File: src/rtl/sle_pkg.sv
// ============================================================================
// sle_pkg
// Request kinds, status codes and field types for the list engine core.
// ============================================================================
`default_nettype none

package sle_pkg;

  // Request kind carried in the input tuser
  typedef logic [2:0] req_t;

  localparam req_t REQ_INSERT  = 3'd0;
  localparam req_t REQ_DELETE  = 3'd1;
  localparam req_t REQ_LOCATE  = 3'd2;
  localparam req_t REQ_MINMAX  = 3'd3;
  localparam req_t REQ_REVERSE = 3'd4;

  // Result status carried in the output tuser
  typedef logic [1:0] status_t;

  localparam status_t STAT_OK    = 2'd0;
  localparam status_t STAT_RANGE = 2'd1;
  localparam status_t STAT_FULL  = 2'd2;
  localparam status_t STAT_EMPTY = 2'd3;

  // Entry word
  localparam int unsigned DATA_W = 32;
  typedef logic [DATA_W-1:0] word_t;

  // Width of position, found_position and count fields
  localparam int unsigned POS_W = 6;

endpackage

`default_nettype wire

File: src/rtl/sle_ram.sv
// ============================================================================
// sle_ram
// Simple dual-port RAM: one write port, one read port, registered read data.
// ============================================================================
`default_nettype none

module sle_ram #(
  parameter int unsigned WIDTH = 32,
  parameter int unsigned DEPTH = 32
) (
  input  wire logic                     clk,
  input  wire logic                     we,
  input  wire logic [$clog2(DEPTH)-1:0] waddr,
  input  wire logic [WIDTH-1:0]         wdata,
  input  wire logic                     re,
  input  wire logic [$clog2(DEPTH)-1:0] raddr,
  output logic      [WIDTH-1:0]         rdata
);

  logic [WIDTH-1:0] mem [DEPTH];

  // Write port
  always_ff @(posedge clk) begin
    if (we) begin
      mem[waddr] <= wdata;
    end
  end

  // Read port, registered read data
  always_ff @(posedge clk) begin
    if (re) begin
      rdata <= mem[raddr];
    end
  end

endmodule

`default_nettype wire

File: src/rtl/sequential_list_engine_core.sv
// ============================================================================
// sequential_list_engine_core
// Fixed-capacity ordered list of signed 32-bit words held in one RAM.
// Serves insert, delete, locate, minmax and reverse requests, one result
// beat per request beat.
// ============================================================================
//
//  channel | dir | tdata                                      | tuser
//  --------+-----+--------------------------------------------+---------------
//  in_     | in  | position[5:0], value[37:6]                 | req_type[2:0]
//  out_    | out | out_value[31:0], out_max[63:32],           | status[1:0]
//          |     | found_position[69:64], count[75:70]        |
//
//  Request duration is set by the single read port of the list RAM.
//  Insert, delete, locate and minmax walk it one entry per cycle;
//  reverse reads both ends of each pair, then writes both back. Rejected
//  or unknown requests go straight to the finish state.
//  Reset clears the entry count and control state; RAM contents are never cleared.
//  One request is in work at a time; a new beat is taken while the previous
//  result still waits in the output register.
// ============================================================================
`default_nettype none

module sequential_list_engine_core #(
  parameter int unsigned CAPACITY = 32
) (
  input  wire logic        clk,
  input  wire logic        rst_n,

  input  wire logic        in_tvalid,
  output logic             in_tready,
  input  wire logic [39:0] in_tdata,   // position[5:0], value[37:6]
  input  wire logic [2:0]  in_tuser,   // req_type[2:0]

  output logic             out_tvalid,
  input  wire logic        out_tready,
  output logic      [79:0] out_tdata,  // out_value, out_max, found_position, count
  output logic      [1:0]  out_tuser   // status[1:0]
);

  localparam int unsigned AW   = $clog2(CAPACITY);
  localparam int unsigned CW   = $clog2(CAPACITY + 1);
  localparam int unsigned PW   = sle_pkg::POS_W;
  localparam int unsigned CMPW = ((CW > PW) ? CW : PW) + 1;

  // Sequencer states
  localparam logic [2:0] S_IDLE     = 3'd0;
  localparam logic [2:0] S_INS      = 3'd1;
  localparam logic [2:0] S_INS_LAST = 3'd2;
  localparam logic [2:0] S_DEL      = 3'd3;
  localparam logic [2:0] S_SCAN     = 3'd4;
  localparam logic [2:0] S_REV      = 3'd5;
  localparam logic [2:0] S_FIN      = 3'd6;

  // Reverse sub-phases
  localparam logic [1:0] P_RD_A  = 2'd0;
  localparam logic [1:0] P_RD_B  = 2'd1;
  localparam logic [1:0] P_WR_A  = 2'd2;
  localparam logic [1:0] P_WR_B  = 2'd3;

  // Control state
  logic [2:0]        state_r, state_nxt;
  logic [CW-1:0]     cnt_r, cnt_nxt;
  logic              out_tvalid_r, out_tvalid_nxt;

  // Request context and walk state
  sle_pkg::req_t     kind_r, kind_nxt;
  sle_pkg::status_t stat_r, stat_nxt;
  logic [AW-1:0]     pos_r, pos_nxt;
  sle_pkg::word_t    val_r, val_nxt;
  logic [CW-1:0]     idx_r, idx_nxt;
  logic [CW-1:0]     bidx_r, bidx_nxt;
  logic [1:0]        ph_r, ph_nxt;
  logic              rv_r, rv_nxt;
  logic [AW-1:0]     ra_r, ra_nxt;
  sle_pkg::word_t    tmp_r, tmp_nxt;
  sle_pkg::word_t    oval_r, oval_nxt;
  sle_pkg::word_t    omax_r, omax_nxt;
  logic [CW-1:0]     found_r, found_nxt;

  // Output payload
  logic [79:0]       out_tdata_r, out_tdata_nxt;
  logic [1:0]        out_tuser_r, out_tuser_nxt;

  // RAM port
  logic              ram_we, ram_re;
  logic [AW-1:0]     ram_waddr, ram_raddr;
  sle_pkg::word_t    ram_wdata, ram_rdata;

  // Input field decode
  sle_pkg::req_t     in_kind;
  logic [PW-1:0]     in_pos;
  sle_pkg::word_t    in_val;
  logic [CMPW-1:0]   pos_w, cnt_w;
  logic              in_fire;

  // Result assembly
  logic [CW-1:0]     cnt_fin;
  logic [CW+PW-1:0]  cnt_ext, found_ext;

  assign in_kind = in_tuser;
  assign in_pos  = in_tdata[5:0];
  assign in_val  = in_tdata[37:6];
  assign pos_w   = CMPW'(in_pos);
  assign cnt_w   = CMPW'(cnt_r);

  assign in_tready  = (state_r == S_IDLE);
  assign in_fire    = in_tvalid && in_tready;
  assign out_tvalid = out_tvalid_r;
  assign out_tdata  = out_tdata_r;
  assign out_tuser  = out_tuser_r;

  // Entry count after the request finishes
  always_comb begin
    cnt_fin = cnt_r;
    if (stat_r == sle_pkg::STAT_OK && kind_r == sle_pkg::REQ_INSERT) begin
      cnt_fin = cnt_r + CW'(1);
    end else if (stat_r == sle_pkg::STAT_OK && kind_r == sle_pkg::REQ_DELETE) begin
      cnt_fin = cnt_r - CW'(1);
    end
  end

  assign cnt_ext   = {{PW{1'b0}}, cnt_fin};
  assign found_ext = {{PW{1'b0}}, found_r};

  // List storage
  sle_ram #(
    .WIDTH (sle_pkg::DATA_W),
    .DEPTH (CAPACITY)
  ) u_ram (
    .clk   (clk),
    .we    (ram_we),
    .waddr (ram_waddr),
    .wdata (ram_wdata),
    .re    (ram_re),
    .raddr (ram_raddr),
    .rdata (ram_rdata)
  );

  // Sequencer: accept, walk the RAM, then publish the result beat
  always_comb begin
    state_nxt      = state_r;
    cnt_nxt        = cnt_r;
    out_tvalid_nxt = out_tvalid_r;
    kind_nxt       = kind_r;
    stat_nxt       = stat_r;
    pos_nxt        = pos_r;
    val_nxt        = val_r;
    idx_nxt        = idx_r;
    bidx_nxt       = bidx_r;
    ph_nxt         = ph_r;
    rv_nxt         = 1'b0;
    ra_nxt         = ra_r;
    tmp_nxt        = tmp_r;
    oval_nxt       = oval_r;
    omax_nxt       = omax_r;
    found_nxt      = found_r;
    out_tdata_nxt  = out_tdata_r;
    out_tuser_nxt  = out_tuser_r;
    ram_we         = 1'b0;
    ram_waddr      = '0;
    ram_wdata      = val_r;
    ram_re         = 1'b0;
    ram_raddr      = '0;

    // Drop the result beat once taken
    if (out_tvalid_r && out_tready) begin
      out_tvalid_nxt = 1'b0;
    end

    case (state_r)
      S_IDLE: begin
        if (in_fire) begin
          kind_nxt  = in_kind;
          val_nxt   = in_val;
          pos_nxt   = AW'(pos_w - CMPW'(1));
          stat_nxt  = sle_pkg::STAT_OK;
          oval_nxt  = '0;
          omax_nxt  = '0;
          found_nxt = '0;
          idx_nxt   = '0;
          bidx_nxt  = cnt_r - CW'(1);
          ph_nxt    = P_RD_A;
          state_nxt = S_FIN;
          if (in_kind == sle_pkg::REQ_INSERT) begin
            if (cnt_r >= CW'(CAPACITY)) begin
              stat_nxt = sle_pkg::STAT_FULL;
            end else if (pos_w == '0 || pos_w > cnt_w + CMPW'(1)) begin
              stat_nxt = sle_pkg::STAT_RANGE;
            end else begin
              idx_nxt   = cnt_r;
              state_nxt = S_INS;
            end
          end else if ((in_kind inside {sle_pkg::REQ_DELETE, sle_pkg::REQ_LOCATE,
                                         sle_pkg::REQ_MINMAX, sle_pkg::REQ_REVERSE})
                       && cnt_r == '0) begin
            stat_nxt = sle_pkg::STAT_EMPTY;
          end else begin
            case (in_kind)
              sle_pkg::REQ_DELETE: begin
                if (pos_w == '0 || pos_w > cnt_w) begin
                  stat_nxt = sle_pkg::STAT_RANGE;
                end else begin
                  idx_nxt   = CW'(pos_w - CMPW'(1));
                  state_nxt = S_DEL;
                end
              end
              sle_pkg::REQ_LOCATE,
              sle_pkg::REQ_MINMAX: begin
                state_nxt = S_SCAN;
              end
              sle_pkg::REQ_REVERSE: begin
                state_nxt = S_REV;
              end
              default: begin
                state_nxt = S_FIN;
              end
            endcase
          end
        end
      end

      // Shift entries up, highest first: read j-1, write it to j next cycle
      S_INS: begin
        if (rv_r) begin
          ram_we    = 1'b1;
          ram_waddr = ra_r + AW'(1);
          ram_wdata = ram_rdata;
        end
        if (idx_r > CW'(pos_r)) begin
          ram_re    = 1'b1;
          ram_raddr = AW'(idx_r - CW'(1));
          ra_nxt    = AW'(idx_r - CW'(1));
          rv_nxt    = 1'b1;
          idx_nxt   = idx_r - CW'(1);
        end else begin
          state_nxt = S_INS_LAST;
        end
      end

      // Drop the new value into the opened slot
      S_INS_LAST: begin
        ram_we    = 1'b1;
        ram_waddr = pos_r;
        ram_wdata = val_r;
        state_nxt = S_FIN;
      end

      // Capture the removed entry, then shift later entries down
      S_DEL: begin
        if (rv_r) begin
          if (ra_r == pos_r) begin
            oval_nxt = ram_rdata;
          end else begin
            ram_we    = 1'b1;
            ram_waddr = ra_r - AW'(1);
            ram_wdata = ram_rdata;
          end
        end
        if (idx_r < cnt_r) begin
          ram_re    = 1'b1;
          ram_raddr = AW'(idx_r);
          ra_nxt    = AW'(idx_r);
          rv_nxt    = 1'b1;
          idx_nxt   = idx_r + CW'(1);
        end else begin
          state_nxt = S_FIN;
        end
      end

      // Walk all entries for locate or minmax
      S_SCAN: begin
        if (rv_r) begin
          if (kind_r == sle_pkg::REQ_LOCATE) begin
            if (ram_rdata == val_r && found_r == '0) begin
              found_nxt = CW'(ra_r) + CW'(1);
            end
          end else if (ra_r == '0) begin
            oval_nxt = ram_rdata;
            omax_nxt = ram_rdata;
          end else begin
            if ($signed(ram_rdata) < $signed(oval_r)) begin
              oval_nxt = ram_rdata;
            end
            if ($signed(ram_rdata) > $signed(omax_r)) begin
              omax_nxt = ram_rdata;
            end
          end
        end
        if (idx_r < cnt_r) begin
          ram_re    = 1'b1;
          ram_raddr = AW'(idx_r);
          ra_nxt    = AW'(idx_r);
          rv_nxt    = 1'b1;
          idx_nxt   = idx_r + CW'(1);
        end else begin
          state_nxt = S_FIN;
        end
      end

      // Swap the outer pair, then step both ends inward
      S_REV: begin
        case (ph_r)
          P_RD_A: begin
            if (idx_r < bidx_r) begin
              ram_re    = 1'b1;
              ram_raddr = AW'(idx_r);
              ph_nxt    = P_RD_B;
            end else begin
              state_nxt = S_FIN;
            end
          end
          P_RD_B: begin
            ram_re    = 1'b1;
            ram_raddr = AW'(bidx_r);
            tmp_nxt   = ram_rdata;
            ph_nxt    = P_WR_A;
          end
          P_WR_A: begin
            ram_we    = 1'b1;
            ram_waddr = AW'(idx_r);
            ram_wdata = ram_rdata;
            ph_nxt    = P_WR_B;
          end
          P_WR_B: begin
            ram_we    = 1'b1;
            ram_waddr = AW'(bidx_r);
            ram_wdata = tmp_r;
            idx_nxt   = idx_r + CW'(1);
            bidx_nxt  = bidx_r - CW'(1);
            ph_nxt    = P_RD_A;
          end
          default: begin
            ph_nxt = P_RD_A;
          end
        endcase
      end

      // Hold until the output register is free, then publish
      S_FIN: begin
        if (!out_tvalid_r || out_tready) begin
          out_tvalid_nxt = 1'b1;
          out_tuser_nxt  = stat_r;
          out_tdata_nxt  = {4'b0, cnt_ext[PW-1:0], found_ext[PW-1:0], omax_r, oval_r};
          cnt_nxt        = cnt_fin;
          state_nxt      = S_IDLE;
        end
      end

      default: begin
        state_nxt = S_IDLE;
      end
    endcase
  end

  // Control registers
  always_ff @(posedge clk) begin
    if (!rst_n) begin
      state_r      <= S_IDLE;
      cnt_r        <= '0;
      out_tvalid_r <= 1'b0;
      rv_r         <= 1'b0;
      ph_r         <= P_RD_A;
    end else begin
      state_r      <= state_nxt;
      cnt_r        <= cnt_nxt;
      out_tvalid_r <= out_tvalid_nxt;
      rv_r         <= rv_nxt;
      ph_r         <= ph_nxt;
    end
  end

  // Payload registers
  always_ff @(posedge clk) begin
    kind_r      <= kind_nxt;
    stat_r      <= stat_nxt;
    pos_r       <= pos_nxt;
    val_r       <= val_nxt;
    idx_r       <= idx_nxt;
    bidx_r      <= bidx_nxt;
    ra_r        <= ra_nxt;
    tmp_r       <= tmp_nxt;
    oval_r      <= oval_nxt;
    omax_r      <= omax_nxt;
    found_r     <= found_nxt;
    out_tdata_r <= out_tdata_nxt;
    out_tuser_r <= out_tuser_nxt;
  end

`ifndef SYNTHESIS
  // Entry count never exceeds the capacity
  a_cnt_bound: assert property (@(posedge clk) disable iff (!rst_n)
    cnt_r <= CW'(CAPACITY))
    else $error("entry count above capacity");

  // No RAM write while idle
  a_no_idle_write: assert property (@(posedge clk) disable iff (!rst_n)
    ram_we |-> (state_r != S_IDLE))
    else $error("RAM write while idle");

  // An accepted beat makes the block busy on the next cycle
  a_busy_after_accept: assert property (@(posedge clk) disable iff (!rst_n)
    (in_tvalid && in_tready) |=> !in_tready)
    else $error("ready stayed high after accept");

  // A result beat appears only out of the finish state
  a_out_from_fin: assert property (@(posedge clk) disable iff (!rst_n)
    $rose(out_tvalid) |-> ($past(state_r) == S_FIN))
    else $error("result beat raised outside finish");

  // Entry count changes only when a result is published
  a_cnt_at_fin: assert property (@(posedge clk) disable iff (!rst_n)
    (cnt_r != $past(cnt_r)) |-> ($past(state_r) == S_FIN))
    else $error("entry count changed outside finish");
`endif

endmodule

`default_nettype wire
File: config.mk
export PLATFORM = sky130hd
export DESIGN_NAME = sequential_list_engine_core
export DESIGN_NICKNAME = d
export VERILOG_FILES = /design/src/rtl/sle_pkg.sv /design/src/rtl/sle_ram.sv /design/src/rtl/sequential_list_engine_core.sv
export SDC_FILE = /design/constraint.sdc
export NUM_CORES = 2
export LEC_CHECK = 0
export CAP_MARGIN = 25
export CORE_MARGIN = 2
export CORE_UTILIZATION = 30
export CTS_CLUSTER_SIZE = 24
export DETAILED_ROUTE_END_ITERATION = 7
export DONT_BUFFER_PORTS = 1
export GPL_TIMING_DRIVEN = 0
export PLACE_DENSITY = 0.48
export SYNTH_ARGS = -nofsm -noshare
export SYNTH_HDL_FRONTEND = slang
export SYNTH_SLANG_ARGS = --single-unit
File: constraint.sdc
create_clock -name clk -period 7.6 [get_ports clk]
set_input_delay 1.52 -clock clk [delete_from_list [all_inputs] [get_ports clk]]
set_output_delay 1.52 -clock clk [all_outputs]
set_load 0.02 [all_outputs]
==> flow_metrics.env <==
export IMPL_outcome="finished clean"
export IMPL_netlist_cell_type_count=78
export IMPL_r2r_end="u_ram.rdata[3]"
export IMPL_cts_root_buf="clkbuf_16"
export IMPL_rsz0062_at_grt="false"
export IMPL_htreeDepth=4
export IMPL_critPathCapture="u_ram.rdata[3]"
export IMPL_seq_area_frac_synth_pct=71.34
export IMPL_num_nets_final=4044
export IMPL_critPathArrivalTime_ps=6160
export IMPL_ys_ff_latch=1308
export IMPL_drtPass1Iterations=6
export IMPL_startpoint="cnt_r[2]"
export IMPL_drt_first_iter_violations=3270
export IMPL_clockBufferDepth=3
export IMPL_place_congestion=0.8448
export IMPL_worst_pin_slew_ps=1148
export IMPL_rows=156
export IMPL_die_x_um=431.7
export IMPL_dp_final_hpwl_um=116800
export IMPL_wirelength_um=165300
export IMPL_rrSetupSlack_ps=1940
export IMPL_syn_avg_cell_area_sq_um=14.94
export IMPL_period_needed_ps=5659
export IMPL_grtUsageMet3_pct=3.037
export IMPL_final_antenna_net_count=0
export IMPL_cts_tree="yes"
export IMPL_multi_input_area_sq_mm=0.01435
export IMPL_fin_util_pct=35.40
export IMPL_hold_viol=0
export IMPL_wl_per_cell_um=25.91
export IMPL_worst_setup_path_type="reg -> reg"
export IMPL_setup_viol=0
export IMPL_drive_above_1_share_pct=12.30
export IMPL_netlist_area_sq_mm=0.05487
export IMPL_die_h_um=431.7
export IMPL_start_util_pct=30.26
export IMPL_yosysWarningCount=0
export IMPL_leakagePower_nw=21.78
export IMPL_synthCells=3672
export IMPL_power_w=0.02099
export IMPL_vias_per_cell=5.140
export IMPL_peakVddDrop_mv=0.2425
export IMPL_ctsHoldBuffers=0
export IMPL_final_setup_tns_ps=0
export IMPL_core_area_sq_mm=0.1813
export IMPL_grt_pass1_vias=32059
export IMPL_clock_skew_ps=30.61
export IMPL_critical_path_max_fanout=10
export IMPL_drc_errors=0
export IMPL_grt_usage_pct=17.49
export IMPL_syn2layout_area_growth_pct=16.97
export IMPL_max_freq_mhz=176.7
export IMPL_clkSinkCount=1308
export IMPL_maxCapViolations=0
export IMPL_place_port_buffers=0
export IMPL_die_area_sq_mm=0.1863
export IMPL_grt_met1_usage_pct=24.97
export IMPL_min_period_over_period_pct=74.46
export IMPL_synth_edf_count=1295
export IMPL_final_common_cell="edfxtp_1"
export IMPL_grt_ovfl_total=0
export IMPL_reg2reg_depth=15
export IMPL_r2r_start="cnt_r[2]"
export IMPL_clkTransAtPathRegs_ps=60
export IMPL_post_cts_buffers=0
export IMPL_critPathLaunchType="register"
export IMPL_seq_area_sq_mm=0.03915
export IMPL_fill_cells=17199
export IMPL_ys_flop_type="edfxtp_1"
export IMPL_cts_resized=0
export IMPL_grt_pass1_wl_um=236800
export IMPL_end_kind="register"
export IMPL_ios=131
export IMPL_slew_headroom_pct=23.09
export IMPL_grt_max_degree=71
export IMPL_p_per_area_mw_per_mm2=327.0
export IMPL_async_reset_ff_share_pct=0
export IMPL_min_path_type="reg -> reg"
export IMPL_required_ps=8100
export IMPL_met2_usage_pct=27.69
export IMPL_layout_common_cells="edfxtp_1 (1295), a211oi_1 (272), and3_1 (268), nand2_1 (231), clkbuf_1 (166)"
export IMPL_slew_viol_final=0
export IMPL_clock_latency_ps=790
export IMPL_grt_busiest_layer="met2"
export IMPL_num_vias=32800
export IMPL_grt_antenna_before_repair=7
export IMPL_numCtsBuffers=146
## cell families after synthesis
group	synth area share, %
flip-flops	71.34
adder cells (fa/ha/maj)	2.394
XOR/XNOR	1.165
AO/OA/AOI/OAI	10.67
multiplexers	3.281
other	0.006834
buffers and inverters	2.985
AND/OR/NAND/NOR	8.156
## per-layer routing
layer	vias to the layer above	routed length (um)
li1	14856	-
met1	16720	76460
met2	1021	76240
met3	203	9478
met4	0	3142
met5	-	0
## critical path: stages, from the launching register on
cell      delay [ps]
dfxtp_1          310
clkbuf_1         370
inv_1            260
ha_1             370
a21o_1           120
a31oi_1           70
o21ai_0          440
o32a_1           210
buf_2            460
clkbuf_1         650
clkbuf_1         460
and3_1           230
a211oi_1          50
o21ai_0          400
nand4_1          330
a211oi_1         600
## metrics by stage
stage | setup slack (ps) | std cells | hold slack [ps] | instance area [sq um]
after floorplan | 3394 | 3675 | 426.4 | 54880
after global placement | 1306 | 6045 | 433.8 | 57850
after detailed placement | 2031 | 6108 | 433.7 | 59570
after CTS | 2019 | 6373 | 446.3 | 64040
after global routing | 1723 | 6379 | 449.7 | 64180
final | 1941 | 6381 | 443.1 | 64180
## worst min path at each step
stage / from / to / slack, ps / cells after the start
detailed placement: oval_r[30] / out_tdata[30] / 430 / 0
CTS: oval_r[30] / out_tdata[30] / 450 / 0
global route: oval_r[30] / out_tdata[30] / 450 / 0
global placement: oval_r[2] / out_tdata[2] / 430 / 0
floorplan: oval_r[10] / out_tdata[10] / 430 / 0
finish: oval_r[30] / out_tdata[30] / 440 / 0
## flip-flops by register name (all words and copies together), names as in the netlist, 6 cells and up
register     flops
u_ram.mem     1024
out_tdata       76
omax_r          32
oval_r          32
tmp_r           32
u_ram.rdata     32
val_r           32
bidx_r           6
cnt_r            6
found_r          6
idx_r            6
## Yosys cell counts (5+ instances only)
library cell | n | share of area (%)
xnor2_1 | 52 | 0.83
ha_1 | 105 | 2.4
or3_1 | 9 | 0.10
a211oi_2 | 22 | 0.50
xor2_1 | 21 | 0.34
a22oi_1 | 41 | 0.56
a21oi_1 | 46 | 0.42
and2_1 | 64 | 0.73
nor3_1 | 31 | 0.28
dfxtp_1 | 13 | 0.47
a32oi_1 | 13 | 0.21
buf_1 | 8 | 0.055
o21bai_1 | 81 | 1.1
mux2_2 | 53 | 1.1
nand4_1 | 51 | 0.58
nand2_1 | 231 | 1.6
clkbuf_1 | 136 | 0.93
and3_1 | 268 | 3.1
a31oi_1 | 58 | 0.66
a21o_1 | 27 | 0.37
mux2i_1 | 109 | 2.0
nor2_1 | 86 | 0.59
o21a_1 | 18 | 0.25
o22ai_1 | 35 | 0.40
nor2b_1 | 13 | 0.15
a211o_1 | 28 | 0.45
o21ai_0 | 60 | 0.55
buf_4 | 21 | 0.29
o221ai_1 | 7 | 0.11
buf_2 | 67 | 0.61
nor4_1 | 6 | 0.068
buf_6 | 8 | 0.16
nand3_1 | 78 | 0.71
inv_1 | 134 | 0.92
mux4_2 | 5 | 0.21
a211oi_1 | 272 | 3.7
a222oi_1 | 32 | 0.58
edfxtp_1 | 1295 | 71
## power breakdown
part           total [W]  switching, W  internal (W)
clock network    0.00672       0.00293       0.00379
logic            0.00502       0.00336       0.00166
registers        0.00925      0.000474       0.00878
total             0.0210       0.00677        0.0142
## final cells by class
class	instances	area share, %
Tap cell	2370	4.620
Clock inverter	82	0.8772
Sequential cell	1308	60.99
Antenna cell	2	0.007798
Buffer	241	1.764
Inverter	135	0.7934
Clock buffer	183	6.090
Multi-Input combinational cell	1991	22.36
Timing Repair Buffer	69	2.491
Power figures use the tool's default switching activity.
